<file path="src/rtl/rrds_pkg.sv">
package rrds_pkg;

    // action codes of an input item
    localparam logic ACT_TICK  = 1'b0;
    localparam logic ACT_DELAY = 1'b1;

    typedef struct packed {
        logic        action;
        logic [15:0] delay_ticks;
    } input_item_t;

    typedef struct packed {
        logic [1:0] running_task;
        logic [2:0] blocked_mask;
    } result_item_t;

    typedef enum logic [1:0] {
        S_IDLE,
        S_COUNT,
        S_SCAN,
        S_FINISH
    } state_t;

    // controls shared by every cell of the chain
    typedef struct packed {
        logic count_down;
        logic load;
        logic shift;
    } cell_ctrl_t;

endpackage

</file>
<file path="src/rtl/rrds_cell.sv">
module rrds_cell #(
    parameter int DELAY_BITS = 16
) (
    input  logic                    clk,
    input  logic                    rst_n,
    input  rrds_pkg::cell_ctrl_t    ctrl,
    input  logic                    write_en,
    input  logic [DELAY_BITS-1:0]   write_ticks,
    input  logic                    token_seed,
    input  logic                    token_in,
    output logic                    token_out,
    output logic                    blocked,
    output logic                    hit
);
    import rrds_pkg::*;

    logic [DELAY_BITS-1:0] count_reg;
    logic [DELAY_BITS-1:0] count_next;
    logic [DELAY_BITS-1:0] count_dec;
    logic                  blocked_reg;
    logic                  blocked_next;
    logic                  token_reg;
    logic                  token_next;

    assign count_dec = count_reg - DELAY_BITS'(1);

    always_comb
    begin
        count_next   = count_reg;
        blocked_next = blocked_reg;
        if (write_en)
        begin
            count_next   = write_ticks;
            blocked_next = 1'b1;
        end
        else if (ctrl.count_down && blocked_reg)
        begin
            count_next = count_dec;
            if (count_dec == '0)
            begin
                blocked_next = 1'b0;
            end
        end
    end

    always_comb
    begin
        if (ctrl.load)
        begin
            token_next = token_seed;
        end
        else if (ctrl.shift)
        begin
            token_next = token_in;
        end
        else
        begin
            token_next = token_reg;
        end
    end

    always_ff @(posedge clk or negedge rst_n)
    begin
        if (!rst_n)
        begin
            count_reg   <= '0;
            blocked_reg <= 1'b0;
            token_reg   <= 1'b0;
        end
        else
        begin
            count_reg   <= count_next;
            blocked_reg <= blocked_next;
            token_reg   <= token_next;
        end
    end

    assign token_out = token_reg;
    assign blocked   = blocked_reg;
    assign hit       = token_reg && !blocked_reg;

`ifndef NO_ASSERTIONS
    // a count that runs out always clears the blocked flag
    a_unblock_on_zero: assert property (@(posedge clk) disable iff (!rst_n)
        (ctrl.count_down && blocked_reg && !write_en && count_reg == DELAY_BITS'(1))
        |=> !blocked_reg)
        else $error("cell stayed blocked after its count ran out");

    // a blocked cell never holds a zero count
    a_blocked_nonzero: assert property (@(posedge clk) disable iff (!rst_n)
        blocked_reg |-> (count_reg != '0))
        else $error("blocked cell with zero count");

    // a write always blocks the cell with the written count
    a_write_loads: assert property (@(posedge clk) disable iff (!rst_n)
        write_en |=> (blocked_reg && count_reg == $past(write_ticks)))
        else $error("delay write not taken by cell");
`endif

endmodule

</file>
<file path="src/rtl/round_robin_delay_scheduler_core.sv">
// round-robin task selector with tick delays
//
// input channel (in_valid / in_stall / in_data): one item is either a
// scheduler tick or a delay request for the current task. output channel
// (out_valid / out_stall / out_data): exactly one result per item, giving
// the selected task and the mask of blocked tasks after the update.
//
// per-task state lives in a chain of cells, one per task; a one-hot token
// rides the ring of user cells to find the next runnable task.
// a delay item goes from its transfer straight to the finish state, which
// loads the result register; a tick passes the count-down state, then the
// scan state (the token moves one cell per cycle) and then the finish
// state. one item is in work at a time; in_stall is high from the transfer
// of an item until its result is loaded. when the receiver stalls, the
// result holds in the output register; the next item may still be taken
// and worked up to its own result load.
// reset: task 1 is current, all tasks runnable, all counts zero, no
// result pending.
module round_robin_delay_scheduler_core #(
    parameter int NUM_TASKS  = 3,
    parameter int DELAY_BITS = 16
) (
    input  logic                   clk,
    input  logic                   rst_n,
    input  logic                   in_valid,
    output logic                   in_stall,
    input  rrds_pkg::input_item_t  in_data,
    output logic                   out_valid,
    input  logic                   out_stall,
    output rrds_pkg::result_item_t out_data
);
    import rrds_pkg::*;

    localparam int TW = $clog2(NUM_TASKS);

    state_t             state_reg;
    state_t             state_next;
    logic [TW-1:0]      active_reg;
    logic [TW-1:0]      active_next;
    logic [TW-1:0]      cand_reg;
    logic [TW-1:0]      cand_next;
    logic [TW-1:0]      scan_reg;
    logic [TW-1:0]      scan_next;
    logic [TW-1:0]      start_idx;
    logic               out_valid_reg;
    logic               out_valid_next;
    result_item_t       out_data_reg;
    result_item_t       out_data_next;

    cell_ctrl_t         ctrl;
    logic               in_xfer;
    logic               delay_ok;
    logic [DELAY_BITS-1:0] delay_val;
    logic               any_hit;

    logic [NUM_TASKS-1:0] write_en;
    logic [NUM_TASKS-1:0] token_seed;
    logic [NUM_TASKS-1:0] token_in;
    logic [NUM_TASKS-1:0] token_vec;
    logic [NUM_TASKS-1:0] blocked_vec;
    logic [NUM_TASKS-1:0] hit_vec;

    assign in_xfer   = in_valid && !in_stall;
    assign delay_val = DELAY_BITS'(in_data.delay_ticks);
    // delay counts only for a user task and a nonzero (truncated) count
    assign delay_ok  = in_xfer && (in_data.action == ACT_DELAY) &&
                       (active_reg != '0) && (delay_val != '0);
    assign any_hit   = |hit_vec;

    // scan starts at the task after the current one, wrapping to task 1
    assign start_idx = ((active_reg == '0) || (active_reg == TW'(NUM_TASKS - 1)))
                       ? TW'(1) : active_reg + TW'(1);

    genvar t;
    generate
        for (t = 0; t < NUM_TASKS; t++)
        begin : g_cell
            assign write_en[t] = delay_ok && (active_reg == TW'(t));

            if (t == 0)
            begin : g_idle
                // idle task never takes part in the rotation
                assign token_seed[t] = 1'b0;
                assign token_in[t]   = 1'b0;
            end
            else if (t == 1)
            begin : g_first
                assign token_seed[t] = (start_idx == TW'(t));
                assign token_in[t]   = token_vec[NUM_TASKS-1];
            end
            else
            begin : g_rest
                assign token_seed[t] = (start_idx == TW'(t));
                assign token_in[t]   = token_vec[t-1];
            end

            rrds_cell #(
                .DELAY_BITS (DELAY_BITS)
            ) u_cell (
                .clk         (clk),
                .rst_n       (rst_n),
                .ctrl        (ctrl),
                .write_en    (write_en[t]),
                .write_ticks (delay_val),
                .token_seed  (token_seed[t]),
                .token_in    (token_in[t]),
                .token_out   (token_vec[t]),
                .blocked     (blocked_vec[t]),
                .hit         (hit_vec[t])
            );
        end
    endgenerate

    always_ff @(posedge clk or negedge rst_n)
    begin
        if (!rst_n)
        begin
            state_reg     <= S_IDLE;
            active_reg    <= TW'(1);
            cand_reg      <= '0;
            scan_reg      <= '0;
            out_valid_reg <= 1'b0;
        end
        else
        begin
            state_reg     <= state_next;
            active_reg    <= active_next;
            cand_reg      <= cand_next;
            scan_reg      <= scan_next;
            out_valid_reg <= out_valid_next;
        end
    end

    always_ff @(posedge clk)
    begin
        out_data_reg <= out_data_next;
    end

    always_comb
    begin
        state_next      = state_reg;
        active_next     = active_reg;
        cand_next       = cand_reg;
        scan_next       = scan_reg;
        ctrl            = '0;
        in_stall        = 1'b1;
        out_data_next   = out_data_reg;
        // a pending result leaves once the receiver takes it
        out_valid_next  = out_valid_reg && out_stall;

        unique case (state_reg)
            S_IDLE:
            begin
                in_stall = 1'b0;
                if (in_xfer)
                begin
                    if (in_data.action == ACT_TICK)
                    begin
                        state_next = S_COUNT;
                    end
                    else
                    begin
                        state_next = S_FINISH;
                    end
                end
            end
            S_COUNT:
            begin
                // every blocked cell counts down, token seeded at start task
                ctrl.count_down = 1'b1;
                ctrl.load       = 1'b1;
                cand_next       = start_idx;
                scan_next       = '0;
                state_next      = S_SCAN;
            end
            S_SCAN:
            begin
                if (any_hit)
                begin
                    active_next = cand_reg;
                    state_next  = S_FINISH;
                end
                else if (scan_reg == TW'(NUM_TASKS - 2))
                begin
                    // no user task runnable
                    active_next = '0;
                    state_next  = S_FINISH;
                end
                else
                begin
                    ctrl.shift = 1'b1;
                    cand_next  = (cand_reg == TW'(NUM_TASKS - 1))
                                 ? TW'(1) : cand_reg + TW'(1);
                    scan_next  = scan_reg + TW'(1);
                end
            end
            S_FINISH:
            begin
                if (!out_valid_reg || !out_stall)
                begin
                    out_valid_next             = 1'b1;
                    out_data_next.running_task = 2'(active_reg);
                    out_data_next.blocked_mask = 3'(blocked_vec);
                    state_next                 = S_IDLE;
                end
            end
            default:
            begin
                state_next = S_IDLE;
            end
        endcase
    end

    assign out_valid = out_valid_reg;
    assign out_data  = out_data_reg;

`ifndef NO_ASSERTIONS
    // the scan token is a single bit while the ring is searched
    a_token_onehot: assert property (@(posedge clk) disable iff (!rst_n)
        (state_reg == S_SCAN) |-> $onehot(token_vec))
        else $error("scan token not one-hot");

    // the idle task is never blocked
    a_idle_runnable: assert property (@(posedge clk) disable iff (!rst_n)
        !blocked_vec[0])
        else $error("idle task blocked");

    // the current task index stays within the task set
    a_active_range: assert property (@(posedge clk) disable iff (!rst_n)
        active_reg <= TW'(NUM_TASKS - 1))
        else $error("current task out of range");

    // a task picked by the scan is runnable
    a_pick_runnable: assert property (@(posedge clk) disable iff (!rst_n)
        (state_reg == S_SCAN && any_hit) |=> !blocked_vec[active_reg])
        else $error("scan picked a blocked task");

    // a tick transfer goes through the count-down cycle
    a_tick_counts: assert property (@(posedge clk) disable iff (!rst_n)
        (in_xfer && in_data.action == ACT_TICK) |=> (state_reg == S_COUNT))
        else $error("tick skipped count-down");
`endif

endmodule
</file>
<file path="config.mk">
export PLATFORM = sky130hd
export DESIGN_NAME = round_robin_delay_scheduler_core
export DESIGN_NICKNAME = d
export VERILOG_FILES = /design/src/rtl/rrds_pkg.sv /design/src/rtl/rrds_cell.sv /design/src/rtl/round_robin_delay_scheduler_core.sv
export SDC_FILE = /design/constraint.sdc
export NUM_CORES = 1
export LEC_CHECK = 0
export ABC_AREA = 1
export BUFFER_PORTS_ARGS = -buffer_cell sky130_fd_sc_hd__buf_4
export CORE_MARGIN = 3
export CORE_UTILIZATION = 45
export DETAILED_ROUTE_END_ITERATION = 8
export GPL_TIMING_DRIVEN = 0
export PLACE_DENSITY = 0.76
export SYNTH_ARGS = -nofsm -noshare
export SYNTH_HDL_FRONTEND = slang
export SYNTH_SLANG_ARGS = --single-unit
</file>
<file path="constraint.sdc">
create_clock -name clk -period 1.7 [get_ports clk]
set_input_delay 0.085 -clock clk [delete_from_list [all_inputs] [get_ports clk]]
set_output_delay 0.085 -clock clk [all_outputs]
set_load 0.01 [all_outputs]
</file>
==> impl_metrics.ini, run 1 <==
[outcome]
status = finished, violations left
violations = setup timing

[clocking]
cts_buffers = 9
cts_root_buffer = clkbuf_8
cts_tree = done
cts.clk_slew.worst_paths_ps = 70
cts_buffer_depth = 2
cts.sinks = 67
ctsHtreeMaxLevel = 3
clock_latency_ps = 360

[floorplan]
rows = 35
core_um2 = 9280
dieArea_um2 = 10800
start_util_pct = 46.6
die_x_um = 104
die_y_um = 104
io_pins = 28

[sta]
fin_tns_setup_ps = -57.4
rsz0062_at_grt = yes
final-hold-violation-count = 0
relSlewSlack_pct = 46.1
tightest_slew_ps = 808
drv_slew = 0
period_share_pct = 101
fin_worst_skew_ps = 14.4
fin_ws_ps = -22.0
finalCriticalPeriod_ps = 1720
fmax_ghz = 0.581
setup_viol = 3

[synthesis]
synth_cells = 611
ys_warn_count = 0
synth_xor_area_share_pct = 1.42
synth.yosys.seq_area_share_pct = 39.3
syn_nets = 644
yosysTopAreaCellShare_pct = 35.3
synth_top_family_by_area = simple AND/OR/NAND/NOR gates
ys_top_cells_by_area = dfrtp_1 35%, nand2_1 17%, inv_1 7.5%
synth-compound-area-share_pct = 12.3
ys_ff_latch = 67
synth-simple-area-share_pct = 33.7
syn_area_um2 = 4330
netlist.top_cell.by_area = dfrtp_1
avgSynthCellArea_um2 = 7.08
muxShareOfSynthArea_pct = 0.260
synth_cell_type_count = 37
synthAdderAreaFrac_pct = 3.47

[global_routing]
antenna_found_initial = 0
grt_overflow = 0
grt_pass1_vias = 4173
grt_pass1_wl_um = 19000
grt_max_degree = 63
track_usage_pct = 21.2

[layout]
syn2layout_area_growth_pct = 34.0
diodes = 0
final_layout_size_suffix_gt1_share_pct = 26.8
final_cell_mix = 176 x nand2_1, 75 x inv_1, 67 x nor2_1
layout_commonest_cell = nand2_1
largest_register_ffs = 48
fillers = 783
fin_nets = 742

[worst_setup_path]
cp_data_arrival_time_ps = 1970
crit_type = register to register
startpoint = g_cell[1].u_cell.count_reg[0]
r2r_start = g_cell[1].u_cell.count_reg[0]
end_kind = register
start_kind = register
cp_max_fo = 4
worstPathRequired_ps = 1940

[place]
dp_hpwl_um = 7640
io_buffers = 27
place_ws_ps = -321
place_congestion = 0.905

[power]
leakagePower_nw = 2.82
max-vdd-ir-drop_uv = 961
powerDensity_nw_per_um2 = 1550

[worst_hold_path]
min_path_type = input pin to register
hold_start = in_data[3]

[routing]
wire_per_inst_um = 14.4
finalWirelength_um = 12100
drt.antenna.violating_nets = 0
wl_met3_um = 767
met1_length_um = 5060
drc = 0
via_count = 4422
wl_met2_um = 5980
dr.max_layer_used = met4
first_iter_violations = 228
first_pass_iters = 5
vias_per_cell = 5.25

[flow_run]
maxCapViolCount = 0
-- Yosys cell counts (all sizes together) --
| cell | n |
|---|---|
| ha | 12 |
| nand3 | 41 |
| o211ai | 21 |
| nand3b | 2 |
| nor2 | 87 |
| nand2 | 202 |
| o21ai | 37 |
| o22ai | 3 |
| clkbuf | 2 |
| dfrtp | 61 |
| o221ai | 11 |
| xnor2 | 1 |
| a31oi | 2 |
| edfxtp | 5 |
| o32ai | 1 |
| and2 | 1 |
| nand4 | 6 |
| buf | 7 |
| o311ai | 1 |
| mux2 | 1 |
| nor3 | 2 |
| a21oi | 6 |
| dfstp | 1 |
| inv | 92 |
| xor2 | 6 |
-- through the flow --
step                      std cells  cell area, µm²  power, mW  utilization [%]  hold WS (ps)
after global placement          767            4690       6.27             50.5           222
after CTS                       819            5360       8.21             57.7          15.3
after global routing            843            5800       9.76             62.5          12.3
final                           843            5800       9.01             62.5          8.64
after floorplan                 611            4330       5.49                -          -211
after detailed placement        767            4690       6.41             50.5           228
-- worst max-delay path, stage by stage, from the launching register on --
cell	delay, ps
dfrtp_1	360
inv_2	80
ha_4	180
xnor2_1	270
nand2_1	90
nor2_1	130
nand2_1	80
nor2_1	100
nand2_1	50
nor2_1	80
nand2_1	80
nand2_1	60
nand2_1	50
-- repair_timing --
item                                    in CTS  in global routing
endpoints found under the setup margin      47                 50
pin swaps                                   11                 28
cloned                                       1                  2
resized for setup                           41                 80
hold buffers                                13                  0
hold endpoints to repair                    80                  0
setup buffers                               22                 26
-- cell families after synthesis --
family                     count (synthesis)
adders and majority gates                 12
DFF                                       67
xor gates and xnor gates                   7
buffers and inverters                    101
AOI/OAI and AO/OA                         82
and+or+nand+nor                          341
muxes                                      1
-- worst paths after layout --
path                       cells past startpoint                        endpoint  slack (ps)
min                                            3   g_cell[1].u_cell.count_reg[3]           9
max                                           12        g_cell[1].u_cell.blocked         -20
max in group asynchronous                      2                    state_reg[0]         750
min reg2reg                                    1                     scan_reg[0]         480
max reg2reg                                   12        g_cell[1].u_cell.blocked         -20
min in group asynchronous                      2  g_cell[1].u_cell.count_reg[10]         360
-- metal layers --
layer  vias to the layer above  GRT usage (%)
li1                       2156              -
met1                      2088           27.2
met2                       150           35.7
met3                        28           3.72
met4                         0           8.36
met5                         -              0
-- final cells by class --
class / instances / area (µm²) / area share (%)
Inverter: 92 / 373 / 6.43
Timing Repair Buffer: 89 / 768 / 13.2
Clock inverter: 6 / 66.3 / 1.14
Clock buffer: 10 / 128 / 2.20
Multi-Input combinational cell: 443 / 2530 / 43.7
Tap cell: 129 / 161 / 2.78
Sequential cell: 67 / 1700 / 29.4
Buffer: 7 / 62.6 / 1.08
-- report_power, final --
group,internal (mW),switching (mW),total (mW)
clock,0.683,0.680,1.36
sequential,2.14,0.445,2.58
combinational,2.08,2.99,5.07
total,4.90,4.12,9.01
No activity file was read; power rests on OpenSTA's default activity.
==> run 2: changes to the inputs <==
Settings changed: ABC_AREA 1 to 0.
==> run 2 against run 1 <==
  * Count of clock-buffer cells in the layout rose by 1
  * Largest power group unchanged
  * Critical path type unchanged
  * Clock skew fell by 3.2 ps
  * Critical path depth fell by 7
  * The flow still finishes with violations (setup timing)
  * Sequential share of layout area fell by 0.33 points
  * Clock power rose by 12%
==> impl_metrics.ini, run 2 <==
[outcome]
status = finished, violations left
violations = setup timing

[floorplan]
core_um2 = 8460
start_util_pct = 47.6
die_y_um = 101
io_pins = 28
die_x_um = 101
rows = 33
dieArea_um2 = 10100

[layout]
largest_register_ffs = 48
final_core_util_pct = 69.9
diodes = 0
fillers = 569
layout_commonest_cell = buf_4
layout.cells.non_filler = 654
fin_nets = 577
final_layout_size_suffix_gt1_share_pct = 43.5
syn2layout_area_growth_pct = 47.0
final_cell_mix = 80 x buf_4, 53 x nor2_1, 47 x dfrtp_1

[synthesis]
ys_warn_count = 0
synth_cells = 446
synth_cell_type_count = 61
synth_edf_count = 5
synthAdderAreaFrac_pct = 3.73
muxShareOfSynthArea_pct = 2.83
ys_ff_latch = 67
avgSynthCellArea_um2 = 9.03
synth.most_common_cell = nor2_1
synthArstFlopShare_pct = 92.5
synth.yosys.seq_area_share_pct = 42.3
syn_area_um2 = 4030
yosysTopAreaCellShare_pct = 37.9
synth-simple-area-share_pct = 24.6
syn_nets = 479
synth_xor_area_share_pct = 10.0
synth-compound-area-share_pct = 13.0
ys_top_cells_by_area = dfrtp_1 38%, xnor2_1 6.1%, nor2_1 6.1%
ys.flop_type = dfrtp_1
ys_top_cells_by_count = 65 x nor2_1, 61 x dfrtp_1, 36 x a21oi_1, 28 x xnor2_1, 23 x nor4_1
netlist.top_cell.by_area = dfrtp_1
synth_top_family_by_area = simple AND/OR/NAND/NOR gates

[sta]
period_share_pct = 130
fmax_ghz = 0.453
fin_tns_setup_ps = -6720
tightest_slew_ps = 811
drv_slew = 0
relSlewSlack_pct = 46.0
hold-worst-slack_ps = 9.21
final-hold-violation-count = 0
fin_ws_ps = -505
finalCriticalPeriod_ps = 2210
fin_worst_skew_ps = 11.2
rsz0062_at_grt = yes
setup_viol = 39

[power]
finalPower_mw = 6.96
netSwitchingFraction_pct = 36.6
switching_power_mw = 2.55
pwr-share-clk_pct = 21.8
p_comb_share_pct = 46.2
powerDensity_nw_per_um2 = 1180
leakagePower_nw = 2.50
intPower_mw = 4.41
max-vdd-ir-drop_uv = 1080
power.share.sequential_pct = 31.9

[global_routing]
antenna_found_initial = 0
grt_pass1_wl_um = 18000
grt_max_degree = 63
grt_pass1_vias = 3749
track_usage_pct = 22.2
grt_overflow = 0

[routing]
finalWirelength_um = 12600
drc = 0
drt.antenna.violating_nets = 0
first_iter_violations = 213
via_count = 3996
wl_met3_um = 905
wire_per_inst_um = 19.3
first_pass_iters = 5
wl_met2_um = 6480
met1_length_um = 4970
vias_per_cell = 6.11
dr.max_layer_used = met4

[clocking]
cts.clk_slew.worst_paths_ps = 80
clock_latency_ps = 350
cts_root_buffer = clkbuf_8
cts_tree = done
cts_buffer_depth = 2
cts.sinks = 67
ctsHtreeMaxLevel = 3
cts_buffers = 9

[place]
dp_cells = 578
io_buffers = 27
place_congestion = 0.920
dp_hpwl_um = 6880

[worst_setup_path]
cp_max_fo = 2
crit_type = register to register
cp_data_arrival_time_ps = 2490
start_kind = register
end_kind = register
worstPathRequired_ps = 1980

[flow_run]
maxCapViolCount = 0

[worst_hold_path]
min_path_type = input pin to register
## run 2: changes by cell type in the layout (fill, tap and decap cells not counted), moves of 11 or more
cell      previous run  this run
nand2_2             20         3
dfrtp_1             60        47
nor3_4               0        11
buf_4               64        80
a21oi_1              3        34
o211ai_1            21         1
o21ai_0             26        10
xnor2_1              1        27
nand3_1             35         6
inv_1               75         9
nand2_1            176        17
dfrtp_2              1        14
xor2_1               6        17
nor2_1              67        53
## run 2: routing by layer
layer	GRT usage, %	vias up
li1	-	1805
met1	29.5	1966
met2	35.8	192
met3	5.05	33
met4	7.25	0
met5	0	-
## run 2: layout make-up
class,count,area [µm²],area share [%]
Clock inverter,5,56.3,0.951
Multi-Input combinational cell,342,2860,48.3
Buffer,11,115,1.94
Sequential cell,67,1720,29.1
Inverter,16,60.1,1.01
Clock buffer,11,174,2.94
Timing Repair Buffer,97,805,13.6
Tap cell,105,131,2.22
## run 2: through the flow
| stage | area (µm²) | setup WS (ps) |
|---|---|---|
| final | 5920 | -505 |
| after global placement | 4490 | -803 |
| after CTS | 5340 | -461 |
| after detailed placement | 4490 | -833 |
| after floorplan | 4160 | -527 |
| after global routing | 5920 | -610 |
## run 2: power by group through the flow
stage / combinational [mW] / sequential (mW) / clock, mW
6_report: 3.22 / 2.22 / 1.52
5_1_grt: 3.46 / 2.26 / 1.62
4_1_cts: 2.53 / 2.14 / 1.52
3_5_place_dp: 2.02 / 2.12 / 0
3_3_place_gp: 1.95 / 2.12 / 0
2_1_floorplan: 1.51 / 2.10 / 0
## run 2: logic make-up (layout without fill, tap and decap cells)
family,Yosys count,count (layout)
muxes,11,11
AOI/OAI and AO/OA,82,82
buffers and inverters,37,140
DFF,67,67
adders and majority gates,12,12
and+or+nand+nor,191,191
xor gates and xnor gates,46,46
## run 2: path summary, 6_finish.rpt
check / cells past startpoint / endpoint / slack [ps] / start
max: 5 / g_cell[1].u_cell.count_reg[11] / -510 / g_cell[1].u_cell.count_reg[5]
min: 3 / g_cell[2].u_cell.count_reg[14] / 9 / in_data[14]
max reg2reg: 5 / g_cell[1].u_cell.count_reg[11] / -510 / g_cell[1].u_cell.count_reg[5]
min reg2reg: 1 / scan_reg[0] / 510 / scan_reg[0]
max in group asynchronous: 2 / g_cell[0].u_cell.count_reg[8] / 750 / rst_n
min in group asynchronous: 2 / g_cell[2].u_cell.count_reg[3] / 350 / rst_n
## run 2: worst max-delay path: stages, from the launching register on
cell and delay [ps]:
dfrtp_2 410, or4_4 540, or4_4 450, or4_4 440, xor2_2 160, a21oi_2 120
## run 2: timing repair
item                                   CTS  global route
hold buffers                             3             0
endpoints found under the hold margin   63             0
setup endpoints to repair               54            40
gates cloned                             0             1
resized for setup                       90            82
pin swaps                               23            35
buffers inserted                        36            30
